[src/rtl/slbs_pkg.sv]
// Shared types, constants and helper functions of the status LED blink sequencer.
package slbs_pkg;

    localparam int NUM_CLASSES = 6;

    localparam int LEVEL_W = 9;
    localparam int TICK_W  = 10;
    localparam int PAIRS_W = 4;
    localparam int LEFT_W  = 5;
    localparam int CLASS_W = 3;
    localparam int INDEX_W = 3;
    localparam int DATA_W  = 10;

    localparam logic [LEVEL_W-1:0] LEVEL_FULL = 9'd256;
    localparam logic [CLASS_W-1:0] CLASS_UNKNOWN = 3'd7;
    localparam logic [CLASS_W:0]   NUM_CLASSES_W = 4'(NUM_CLASSES);

    localparam logic [TICK_W-1:0]  BLINK_ON_RST  = 10'd100;
    localparam logic [TICK_W-1:0]  BLINK_OFF_RST = 10'd200;
    localparam logic [TICK_W-1:0]  PULSE_RST     = 10'd80;
    localparam logic [PAIRS_W-1:0] PAIRS_RST     = 4'd3;
    localparam logic [LEVEL_W-1:0] ACTIVITY_RST  = 9'd90;
    localparam logic [LEVEL_W-1:0] LINKED_RST    = 9'd64;
    localparam logic [LEVEL_W-1:0] GRAY_RST      = 9'd38;
    localparam int                 LED_RST_INT   = (38 * 90) / 256;
    localparam logic [LEVEL_W-1:0] LED_RST       = LEVEL_W'(LED_RST_INT);

    typedef enum logic [1:0] {
        OP_TICK  = 2'd0,
        OP_CLASS = 2'd1,
        OP_LINK  = 2'd2,
        OP_PULSE = 2'd3
    } t_op;

    typedef enum logic [INDEX_W-1:0] {
        REG_BLINK_ON  = 3'd0,
        REG_BLINK_OFF = 3'd1,
        REG_PULSE     = 3'd2,
        REG_PAIRS     = 3'd3,
        REG_ACTIVITY  = 3'd4,
        REG_LINKED    = 3'd5,
        REG_GRAY      = 3'd6
    } t_reg_index;

    typedef struct packed {
        logic [LEVEL_W-1:0] red;
        logic [LEVEL_W-1:0] green;
        logic [LEVEL_W-1:0] blue;
    } t_rgb;

    typedef struct packed {
        logic [TICK_W-1:0]  on_ticks;
        logic [TICK_W-1:0]  off_ticks;
        logic [TICK_W-1:0]  pulse_ticks;
        logic [PAIRS_W-1:0] pairs;
        logic [LEVEL_W-1:0] activity_k;
        logic [LEVEL_W-1:0] linked_k;
        logic [LEVEL_W-1:0] gray_sat;
        logic [LEVEL_W-1:0] gray_level;
    } t_cfg;

    typedef struct packed {
        t_rgb levels;
        logic blinking;
    } t_result;

    function automatic logic [LEVEL_W-1:0] sat_level(input logic [LEVEL_W-1:0] v);
        sat_level = (v > LEVEL_FULL) ? LEVEL_FULL : v;
    endfunction

    function automatic logic [TICK_W-1:0] ticks_of(input logic [TICK_W-1:0] v);
        ticks_of = (v == '0) ? TICK_W'(1) : v;
    endfunction

    // Returns which of red, green and blue are lit for a class, red in bit 2.
    function automatic logic [2:0] class_mask(input logic [CLASS_W-1:0] cls);
        case (cls)
            3'd0:    class_mask = 3'b010;
            3'd1:    class_mask = 3'b011;
            3'd2:    class_mask = 3'b110;
            3'd3:    class_mask = 3'b001;
            3'd4:    class_mask = 3'b101;
            3'd5:    class_mask = 3'b100;
            default: class_mask = 3'b111;
        endcase
    endfunction

endpackage

[src/rtl/slbs_cfg.sv]
// Configuration registers with saturated and precomputed derived values.
module slbs_cfg (
    input  logic                         i_clk,
    input  logic                         i_rst_n,
    input  logic                         i_cfg_wr_en,
    input  logic [slbs_pkg::INDEX_W-1:0] i_cfg_index,
    input  logic [slbs_pkg::DATA_W-1:0]  i_cfg_data,
    output slbs_pkg::t_cfg               o_cfg
);

    logic [slbs_pkg::TICK_W-1:0]    r_on_ticks;
    logic [slbs_pkg::TICK_W-1:0]    r_off_ticks;
    logic [slbs_pkg::TICK_W-1:0]    r_pulse_ticks;
    logic [slbs_pkg::PAIRS_W-1:0]   r_pairs;
    logic [slbs_pkg::LEVEL_W-1:0]   r_activity;
    logic [slbs_pkg::LEVEL_W-1:0]   r_linked;
    logic [slbs_pkg::LEVEL_W-1:0]   r_gray;
    logic [2*slbs_pkg::LEVEL_W-1:0] gray_product;

    always_ff @(posedge i_clk) begin
        if (!i_rst_n) begin
            r_on_ticks    <= slbs_pkg::BLINK_ON_RST;
            r_off_ticks   <= slbs_pkg::BLINK_OFF_RST;
            r_pulse_ticks <= slbs_pkg::PULSE_RST;
            r_pairs       <= slbs_pkg::PAIRS_RST;
            r_activity    <= slbs_pkg::ACTIVITY_RST;
            r_linked      <= slbs_pkg::LINKED_RST;
            r_gray        <= slbs_pkg::GRAY_RST;
        end else if (i_cfg_wr_en) begin
            unique case (i_cfg_index)
                slbs_pkg::REG_BLINK_ON:  r_on_ticks    <= i_cfg_data;
                slbs_pkg::REG_BLINK_OFF: r_off_ticks   <= i_cfg_data;
                slbs_pkg::REG_PULSE:     r_pulse_ticks <= i_cfg_data;
                slbs_pkg::REG_PAIRS:     r_pairs       <= i_cfg_data[slbs_pkg::PAIRS_W-1:0];
                slbs_pkg::REG_ACTIVITY:  r_activity    <= i_cfg_data[slbs_pkg::LEVEL_W-1:0];
                slbs_pkg::REG_LINKED:    r_linked      <= i_cfg_data[slbs_pkg::LEVEL_W-1:0];
                slbs_pkg::REG_GRAY:      r_gray        <= i_cfg_data[slbs_pkg::LEVEL_W-1:0];
                default: ;
            endcase
        end
    end

    assign gray_product = slbs_pkg::sat_level(r_gray) * slbs_pkg::sat_level(r_activity);

    always_comb begin
        o_cfg.on_ticks    = slbs_pkg::ticks_of(r_on_ticks);
        o_cfg.off_ticks   = slbs_pkg::ticks_of(r_off_ticks);
        o_cfg.pulse_ticks = slbs_pkg::ticks_of(r_pulse_ticks);
        o_cfg.pairs       = r_pairs;
        o_cfg.activity_k  = slbs_pkg::sat_level(r_activity);
        o_cfg.linked_k    = slbs_pkg::sat_level(r_linked);
        o_cfg.gray_sat    = slbs_pkg::sat_level(r_gray);
        o_cfg.gray_level  = gray_product[16:8];
    end

endmodule

[src/rtl/slbs_core.sv]
// Sequencer state and the single-pass next-state and LED level logic.
module slbs_core (
    input  logic                         i_clk,
    input  logic                         i_rst_n,
    input  logic                         i_step,
    input  slbs_pkg::t_op                i_op,
    input  logic [slbs_pkg::CLASS_W-1:0] i_class_label,
    input  logic                         i_connected,
    input  slbs_pkg::t_cfg               i_cfg,
    output slbs_pkg::t_result            o_result
);

    logic                          r_link_up;
    logic [slbs_pkg::CLASS_W-1:0]  r_class;
    logic                          r_blink_active;
    logic [slbs_pkg::LEFT_W-1:0]   r_blink_left;
    logic                          r_uses_link;
    logic [slbs_pkg::TICK_W-1:0]   r_blink_timer;
    logic                          r_pulse_active;
    logic [slbs_pkg::TICK_W-1:0]   r_pulse_timer;
    slbs_pkg::t_rgb                r_led;

    logic                          n_link_up;
    logic [slbs_pkg::CLASS_W-1:0]  n_class;
    logic                          n_blink_active;
    logic [slbs_pkg::LEFT_W-1:0]   n_blink_left;
    logic                          n_uses_link;
    logic [slbs_pkg::TICK_W-1:0]   n_blink_timer;
    logic                          n_pulse_active;
    logic [slbs_pkg::TICK_W-1:0]   n_pulse_timer;
    slbs_pkg::t_rgb                n_led;

    logic                          class_known;
    logic [2:0]                    mask;
    slbs_pkg::t_rgb                disp_rgb;
    slbs_pkg::t_rgb                pulse_rgb;
    slbs_pkg::t_rgb                on_rgb;
    logic                          step_uses;
    logic [slbs_pkg::LEFT_W-1:0]   step_left;
    logic [slbs_pkg::LEFT_W-1:0]   step_dec;
    logic                          do_step;

    always_comb begin
        n_link_up = r_link_up;
        n_class   = r_class;
        if (i_op == slbs_pkg::OP_CLASS) begin
            n_class = ({1'b0, i_class_label} >= slbs_pkg::NUM_CLASSES_W)
                      ? slbs_pkg::CLASS_UNKNOWN : i_class_label;
        end else if (i_op == slbs_pkg::OP_LINK) begin
            n_link_up = i_connected;
            if (!i_connected) begin
                n_class = slbs_pkg::CLASS_UNKNOWN;
            end
        end
    end

    assign class_known = {1'b0, n_class} < slbs_pkg::NUM_CLASSES_W;
    assign mask        = slbs_pkg::class_mask(n_class);

    always_comb begin
        if (!n_link_up) begin
            disp_rgb  = '{i_cfg.gray_level, i_cfg.gray_level, i_cfg.gray_level};
            pulse_rgb = '{i_cfg.gray_sat, i_cfg.gray_sat, i_cfg.gray_sat};
        end else if (class_known) begin
            disp_rgb.red    = mask[2] ? i_cfg.activity_k : '0;
            disp_rgb.green  = mask[1] ? i_cfg.activity_k : '0;
            disp_rgb.blue   = mask[0] ? i_cfg.activity_k : '0;
            pulse_rgb.red   = mask[2] ? slbs_pkg::LEVEL_FULL : '0;
            pulse_rgb.green = mask[1] ? slbs_pkg::LEVEL_FULL : '0;
            pulse_rgb.blue  = mask[0] ? slbs_pkg::LEVEL_FULL : '0;
        end else begin
            disp_rgb  = '{'0, '0, i_cfg.linked_k};
            pulse_rgb = '{'0, '0, slbs_pkg::LEVEL_FULL};
        end
    end

    assign step_uses = (i_op == slbs_pkg::OP_LINK) ? i_connected : r_uses_link;
    assign step_left = (i_op == slbs_pkg::OP_LINK) ? {i_cfg.pairs, 1'b0} : r_blink_left;
    assign step_dec  = step_left - slbs_pkg::LEFT_W'(1);
    assign on_rgb    = step_uses ? slbs_pkg::t_rgb'{'0, '0, i_cfg.linked_k}
                                 : slbs_pkg::t_rgb'{i_cfg.gray_level, i_cfg.gray_level,
                                                    i_cfg.gray_level};

    always_comb begin
        n_blink_active = r_blink_active;
        n_blink_left   = r_blink_left;
        n_uses_link    = r_uses_link;
        n_blink_timer  = r_blink_timer;
        n_pulse_active = r_pulse_active;
        n_pulse_timer  = r_pulse_timer;
        n_led          = r_led;
        do_step        = 1'b0;

        unique case (i_op)
            slbs_pkg::OP_TICK: begin
                if (r_blink_active) begin
                    if (r_blink_timer <= slbs_pkg::TICK_W'(1)) begin
                        n_blink_timer = '0;
                        do_step       = 1'b1;
                    end else begin
                        n_blink_timer = r_blink_timer - slbs_pkg::TICK_W'(1);
                    end
                end
            end
            slbs_pkg::OP_CLASS: begin
                if (!r_blink_active) begin
                    n_led = disp_rgb;
                end
            end
            slbs_pkg::OP_LINK: begin
                n_pulse_active = 1'b0;
                n_pulse_timer  = '0;
                n_uses_link    = i_connected;
                n_blink_active = 1'b1;
                n_blink_timer  = '0;
                do_step        = 1'b1;
            end
            slbs_pkg::OP_PULSE: begin
                if (!r_blink_active) begin
                    n_led          = pulse_rgb;
                    n_pulse_active = 1'b1;
                    n_pulse_timer  = i_cfg.pulse_ticks;
                end
            end
            default: ;
        endcase

        if (do_step) begin
            if (step_left == '0) begin
                n_blink_left   = '0;
                n_blink_active = 1'b0;
                n_led          = disp_rgb;
            end else if (!step_left[0]) begin
                n_led         = on_rgb;
                n_blink_left  = step_dec;
                n_blink_timer = i_cfg.on_ticks;
            end else begin
                n_led        = '0;
                n_blink_left = step_dec;
                if (step_dec != '0) begin
                    n_blink_timer = i_cfg.off_ticks;
                end else begin
                    n_blink_active = 1'b0;
                    n_led          = disp_rgb;
                end
            end
        end

        if (i_op == slbs_pkg::OP_TICK && r_pulse_active) begin
            if (r_pulse_timer <= slbs_pkg::TICK_W'(1)) begin
                n_pulse_timer  = '0;
                n_pulse_active = 1'b0;
                if (!n_blink_active) begin
                    n_led = disp_rgb;
                end
            end else begin
                n_pulse_timer = r_pulse_timer - slbs_pkg::TICK_W'(1);
            end
        end
    end

    always_ff @(posedge i_clk) begin
        if (!i_rst_n) begin
            r_link_up      <= 1'b0;
            r_class        <= slbs_pkg::CLASS_UNKNOWN;
            r_blink_active <= 1'b0;
            r_blink_left   <= '0;
            r_uses_link    <= 1'b0;
            r_blink_timer  <= '0;
            r_pulse_active <= 1'b0;
            r_pulse_timer  <= '0;
            r_led          <= '{slbs_pkg::LED_RST, slbs_pkg::LED_RST, slbs_pkg::LED_RST};
        end else if (i_step) begin
            r_link_up      <= n_link_up;
            r_class        <= n_class;
            r_blink_active <= n_blink_active;
            r_blink_left   <= n_blink_left;
            r_uses_link    <= n_uses_link;
            r_blink_timer  <= n_blink_timer;
            r_pulse_active <= n_pulse_active;
            r_pulse_timer  <= n_pulse_timer;
            r_led          <= n_led;
        end
    end

    assign o_result.levels   = n_led;
    assign o_result.blinking = n_blink_active;

endmodule

[src/rtl/status_led_blink_sequencer.sv]
// Top level of the RGB status LED blink sequencer: input and result registers.
//
// Channel   Direction  Handshake                 Word
// in        input      i_in_valid / o_in_stall   operation, class label, connected
// out       output     o_out_valid / i_out_stall red, green, blue levels, blinking
// cfg       input      i_cfg_wr_en               register index and data
//
// A word accepted into the input register is processed by the core and its result is
// written to the result register; one word is taken every cycle while the output is
// not stalled.
// The state update and level logic run in a single pass in the core stage.
// Reset is synchronous and active low; it resets the valid flags, core state and settings.
// A stall on the output holds the result register and then the input register.
module status_led_blink_sequencer (
    input  logic                         i_clk,
    input  logic                         i_rst_n,
    input  logic                         i_in_valid,
    output logic                         o_in_stall,
    input  logic [1:0]                   i_operation,
    input  logic [slbs_pkg::CLASS_W-1:0] i_class_label,
    input  logic                         i_connected,
    output logic                         o_out_valid,
    input  logic                         i_out_stall,
    output logic [slbs_pkg::LEVEL_W-1:0] o_red_level,
    output logic [slbs_pkg::LEVEL_W-1:0] o_green_level,
    output logic [slbs_pkg::LEVEL_W-1:0] o_blue_level,
    output logic                         o_blinking,
    input  logic                         i_cfg_wr_en,
    input  logic [slbs_pkg::INDEX_W-1:0] i_cfg_index,
    input  logic [slbs_pkg::DATA_W-1:0]  i_cfg_data
);

    logic                         r_in_valid;
    slbs_pkg::t_op                r_op;
    logic [slbs_pkg::CLASS_W-1:0] r_class_label;
    logic                         r_connected;
    logic                         r_out_valid;
    slbs_pkg::t_result            r_result;

    slbs_pkg::t_cfg               cfg;
    slbs_pkg::t_result            core_result;
    logic                         advance;

    assign advance    = r_in_valid && (!r_out_valid || !i_out_stall);
    assign o_in_stall = r_in_valid && !advance;

    always_ff @(posedge i_clk) begin
        if (!i_rst_n) begin
            r_in_valid <= 1'b0;
        end else if (!o_in_stall) begin
            r_in_valid <= i_in_valid;
        end
    end

    always_ff @(posedge i_clk) begin
        if (!o_in_stall && i_in_valid) begin
            r_op          <= slbs_pkg::t_op'(i_operation);
            r_class_label <= i_class_label;
            r_connected   <= i_connected;
        end
    end

    always_ff @(posedge i_clk) begin
        if (!i_rst_n) begin
            r_out_valid <= 1'b0;
        end else if (advance) begin
            r_out_valid <= 1'b1;
        end else if (!i_out_stall) begin
            r_out_valid <= 1'b0;
        end
    end

    always_ff @(posedge i_clk) begin
        if (advance) begin
            r_result <= core_result;
        end
    end

    slbs_cfg u_cfg (
        .i_clk       (i_clk),
        .i_rst_n     (i_rst_n),
        .i_cfg_wr_en (i_cfg_wr_en),
        .i_cfg_index (i_cfg_index),
        .i_cfg_data  (i_cfg_data),
        .o_cfg       (cfg)
    );

    slbs_core u_core (
        .i_clk         (i_clk),
        .i_rst_n       (i_rst_n),
        .i_step        (advance),
        .i_op          (r_op),
        .i_class_label (r_class_label),
        .i_connected   (r_connected),
        .i_cfg         (cfg),
        .o_result      (core_result)
    );

    assign o_out_valid   = r_out_valid;
    assign o_red_level   = r_result.levels.red;
    assign o_green_level = r_result.levels.green;
    assign o_blue_level  = r_result.levels.blue;
    assign o_blinking    = r_result.blinking;

    a_stall_needs_word: assert property (@(posedge i_clk) disable iff (!i_rst_n)
        o_in_stall |-> r_in_valid && r_out_valid && i_out_stall)
        else $error("Input stalled without a blocked result.");

    a_advance_gives_result: assert property (@(posedge i_clk) disable iff (!i_rst_n)
        advance |=> o_out_valid)
        else $error("Processed word did not reach the output.");

    a_levels_in_range: assert property (@(posedge i_clk) disable iff (!i_rst_n)
        o_out_valid |-> o_red_level <= slbs_pkg::LEVEL_FULL
            && o_green_level <= slbs_pkg::LEVEL_FULL && o_blue_level <= slbs_pkg::LEVEL_FULL)
        else $error("LED level above full scale.");

    a_reset_clears_output: assert property (@(posedge i_clk)
        $past(!i_rst_n) |-> !o_out_valid && !r_in_valid)
        else $error("Pipeline not empty after reset.");

endmodule

[config.mk]
export PLATFORM = sky130hd
export DESIGN_NAME = status_led_blink_sequencer
export DESIGN_NICKNAME = d
export VERILOG_FILES = /design/src/rtl/slbs_pkg.sv /design/src/rtl/slbs_cfg.sv /design/src/rtl/slbs_core.sv /design/src/rtl/status_led_blink_sequencer.sv
export SDC_FILE = /design/constraint.sdc
export NUM_CORES = 1
export LEC_CHECK = 0
export ABC_AREA = 1
export BUFFER_PORTS_ARGS = -buffer_cell sky130_fd_sc_hd__buf_2
export CAP_MARGIN = 10
export CELL_PAD_IN_SITES_DETAIL_PLACEMENT = 1
export CELL_PAD_IN_SITES_GLOBAL_PLACEMENT = 2
export CORE_UTILIZATION = 36
export CTS_CLUSTER_DIAMETER = 120
export CTS_CLUSTER_SIZE = 20
export DETAILED_ROUTE_END_ITERATION = 10
export PLACE_DENSITY_LB_ADDON = 0.1
export SLEW_MARGIN = 20
export SYNTH_ARGS = -nofsm -noshare
export SYNTH_HDL_FRONTEND = slang
export SYNTH_SLANG_ARGS = --single-unit
export TNS_END_PERCENT = 5
[constraint.sdc]
create_clock -name i_clk -period 6.8 [get_ports i_clk]
set_input_delay 1.36 -clock i_clk [delete_from_list [all_inputs] [get_ports i_clk]]
set_output_delay 1.36 -clock i_clk [all_outputs]
set_load 0.05 [all_outputs]
==> reports/qor.csv <==
stage,metric,value,unit
floorplanning,die_area,31700,µm²
grt,antenna_found_initial,0,
route,wire_per_inst,19.0,µm
route,drt-pass1-iter-count,5,
logic_synthesis,synth-xor-area-share,1.73,%
logic_synthesis,async_flop_share,0,%
timing,hold_ws,0.464,ns
power,combPwrFrac,32.4,%
final_layout,final_layout_size_suffix_gt1_share,7.60,%
worst_setup_path,cp-start-kind,register,
flow_run,cap_violations,0,
place,place_area,11800,µm²
route,wl,39500,µm
final_layout,area_growth_syn_to_layout,11.2,%
place,placed_cells,2048,
timing,setup_viol,0,
power,pwr-share-seq,33.6,%
timing,fmax,154,MHz
timing,relSlewSlack,27.7,%
clocking,cts_sinks,156,
power,p_sw,1.21,mW
route,drtAntennaViolNets,0,
worst_setup_path,worstPathMaxFanout,9,
logic_synthesis,synthesis.nets,1756,
clocking,cts.clk_slew.worst_paths,0.07,ns
clocking,cts_max_path_buffers,2,
logic_synthesis,synth.distinct_cells,50,
floorplanning,die_h,178,µm
logic_synthesis,yosysSeqAreaShare,31.1,%
clocking,insertion_delay,0.44,ns
logic_synthesis,synth-simple-area-share,26.0,%
worst_setup_path,path_class,register to register,
final_layout,final_nets,1782,
logic_synthesis,synth_area_leaders,"dfxtp_1 22%, nand2_1 12%, edfxtp_1 9.2%",
logic_synthesis,ys_ff_latch,156,
grt,grt_usage,25.4,%
timing,fin_setup_tns,0,ns
final_layout,antenna_cells,0,
logic_synthesis,synth.largest_area_cell,dfxtp_1,
floorplanning,coreArea,30500,µm²
logic_synthesis,muxShareOfSynthArea,0,%
timing,rsz0062_at_grt,no,
grt,grt_max_degree,95,
route,num_vias,10900,
power,ir_worst_vdd,0.230,mV
worst_setup_path,required,6.99,ns
grt,grt_pass1_wl,61200,µm
logic_synthesis,synthFlopType,dfxtp_1,
clocking,h-tree-depth,4,
final_layout,post-route-util,40.6,%
logic_synthesis,synth_top_family_by_area,simple AND/OR/NAND/NOR gates,
floorplanning,chipWidth,178,µm
place,place_congestion,0.856,
final_layout,fin_area,12400,µm²
worst_setup_path,worst_ep_arrival_time,6.67,ns
logic_synthesis,synth_enable_flop_cells,34,
route,first_iter_violations,574,
clocking,cts_root_buffer,clkbuf_16,
route,drc,0,
final_layout,final_cells,2080,
hold_path,hold_path.class,register to register,
logic_synthesis,ys_warn_count,0,
route,vias_per_cell,5.24,
logic_synthesis,synthTopCellsByCount,"366 x nand2_1, 247 x nor2_1, 220 x inv_1",
floorplanning,io_pins,54,
grt,grt-ovfl-total,0,
logic_synthesis,synthesis.instances,1645,
power,switching_share,38.5,%
timing,finalHoldViolCount,0,
power,power.share.clock,33.9,%
logic_synthesis,synth_fa_ha_area_share,13.0,%
logic_synthesis,syn_avg_cell_area,6.78,µm²
timing,drv_slew,0,
logic_synthesis,synth_compound_area_share,18.1,%
timing,min_period,6.48,ns
timing,finClkSkew,0.0118,ns
clocking,cts_buffers,17,
status,outcome,finished clean,
timing,worst_pin_slew,1.08,ns
logic_synthesis,yosysMostFrequentCell,nand2_1,
power,p_leak,5.97,nW
floorplanning,fp-row-count,64,
clocking,cts_tree,built,
power,p_int,1.93,mW
worst_setup_path,end_kind,register,
timing,fin_crit_sh,95.4,%
logic_synthesis,yosysTopAreaCellShare,21.9,%
floorplanning,start_util,36.6,%
power,p_per_area,253,nW/µm²
grt,grt_pass1_vias,10900,
logic_synthesis,syn_area,11200,µm²
place,dpl.hpwl,29400,µm
place,io_buffer_count,53,
[layout by cell type (no fill, tap or decap), types with 3 or more instances in the layout]
cell / count
nand2_1: 366
nor2_1: 245
inv_1: 219
o21ai_0: 137
a21oi_1: 130
dfxtp_1: 122
nand3_1: 65
buf_2: 53
fa_1: 48
ha_1: 39
edfxtp_1: 34
o21ai_1: 19
clkbuf_16: 17
xor2_1: 16
nor3_1: 15
inv_2: 13
a31oi_1: 12
a221oi_1: 11
clkinv_1: 10
a211oi_1: 10
o211ai_1: 10
nand4_1: 9
buf_4: 8
o22ai_1: 7
xnor2_1: 6
nor2_2: 5
nor4_1: 5
clkinvlp_4: 5
o21ai_2: 4
bufinv_16: 4
inv_6: 4
or2_2: 3
nand2_2: 3
a21boi_1: 3
o31ai_1: 3
[area by class of cell]
type	instances	area (µm²)
repair buffers	61	325
clock buffers	17	425
multi-input cells	1194	6580
well taps	396	495
flip-flops and latches	156	3460
clock inverters	15	208
fillers	3963	18100
inverters	241	905
[worst max-delay path, stage by stage, from the launching register on]
cell and delay, ns:
dfxtp_1 0.54, clkinv_1 0.43, nand2_1 0.45, inv_1 0.17
nand2_1 0.13, fa_1 0.42, inv_1 0.09, fa_1 0.46
fa_1 0.55, inv_1 0.05, fa_1 0.47, inv_1 0.04
ha_1 0.35, nand2_1 0.13, nor4_2 0.53, nand4_1 0.36
nand2_1 0.14, nand2_1 0.08, nand3_1 0.20, nand2_1 0.10
o21ai_0 0.16, nand2_1 0.07, nand2_1 0.06, nand2_1 0.07
nand2_1 0.10, inv_1 0.07
[flip-flops by register name, indices dropped and copies added, names as in the netlist, 2 cells and up]
name	flops
u_core.r_led	27
u_cfg.r_off_ticks	10
u_cfg.r_on_ticks	10
u_cfg.r_pulse_ticks	10
u_core.r_blink_timer	10
u_core.r_pulse_timer	10
o_blue_level	9
o_green_level	9
o_red_level	9
u_cfg.r_activity	9
u_cfg.r_gray	9
u_cfg.r_linked	9
u_core.r_blink_left	5
u_cfg.r_pairs	4
r_class_label	3
u_core.r_class	3
r_op	2
[stage by stage]
stage | power [mW] | setup WS (ns)
3_3_place_gp | 2.07 | 0.145
3_5_place_dp | 2.09 | 0.167
2_1_floorplan | 1.77 | 1.77
6_report | 3.13 | 0.316
5_1_grt | 3.31 | 0.0361
4_1_cts | 3.16 | 0.134
[what timing repair did]
item | in CTS | in global routing
setup buffers | 0 | 0
hold buffers | 0 | 0
resized for setup | 0 | 2
endpoints found under the setup margin | 0 | 6
[cell families (layout without fill, tap and decap cells)]
group	count (synthesis)	in the layout
AO/OA/AOI/OAI	361	361
XOR/XNOR	22	22
AND/OR/NAND/NOR	724	724
buffers and inverters	295	334
adder cells (fa/ha/maj)	87	87
flip-flops	156	156
[worst paths after layout]
| check | start | endpoint | slack, ns | cells past startpoint |
|---|---|---|---|---|
| max | u_cfg.r_gray[8] | o_green_level[5] | 0.32 | 25 |
| min | u_cfg.r_off_ticks[0] | u_cfg.r_off_ticks[0] | 0.46 | 2 |
| max reg2reg | u_cfg.r_gray[8] | o_green_level[5] | 0.32 | 25 |
| min reg2reg | u_cfg.r_off_ticks[0] | u_cfg.r_off_ticks[0] | 0.46 | 2 |
[metal layers]
metal  GRT usage [%]  up-vias  wire [µm]
met5               0        -          0
li1                -     5369          -
met4            5.31        0        359
met3            3.05       18       1080
met1            33.8     5354      18900
met2            44.0      149      19100
[power by group through the flow]
stage          clock, mW  combinational (mW)  sequential, mW
6_report            1.06                1.02            1.05
4_1_cts             1.09                1.02            1.05
5_1_grt             1.12                1.13            1.06
3_5_place_dp           0                1.02            1.07
3_3_place_gp           0               0.996            1.07
2_1_floorplan          0               0.651            1.12
No activity file was read; power rests on OpenSTA's default activity.
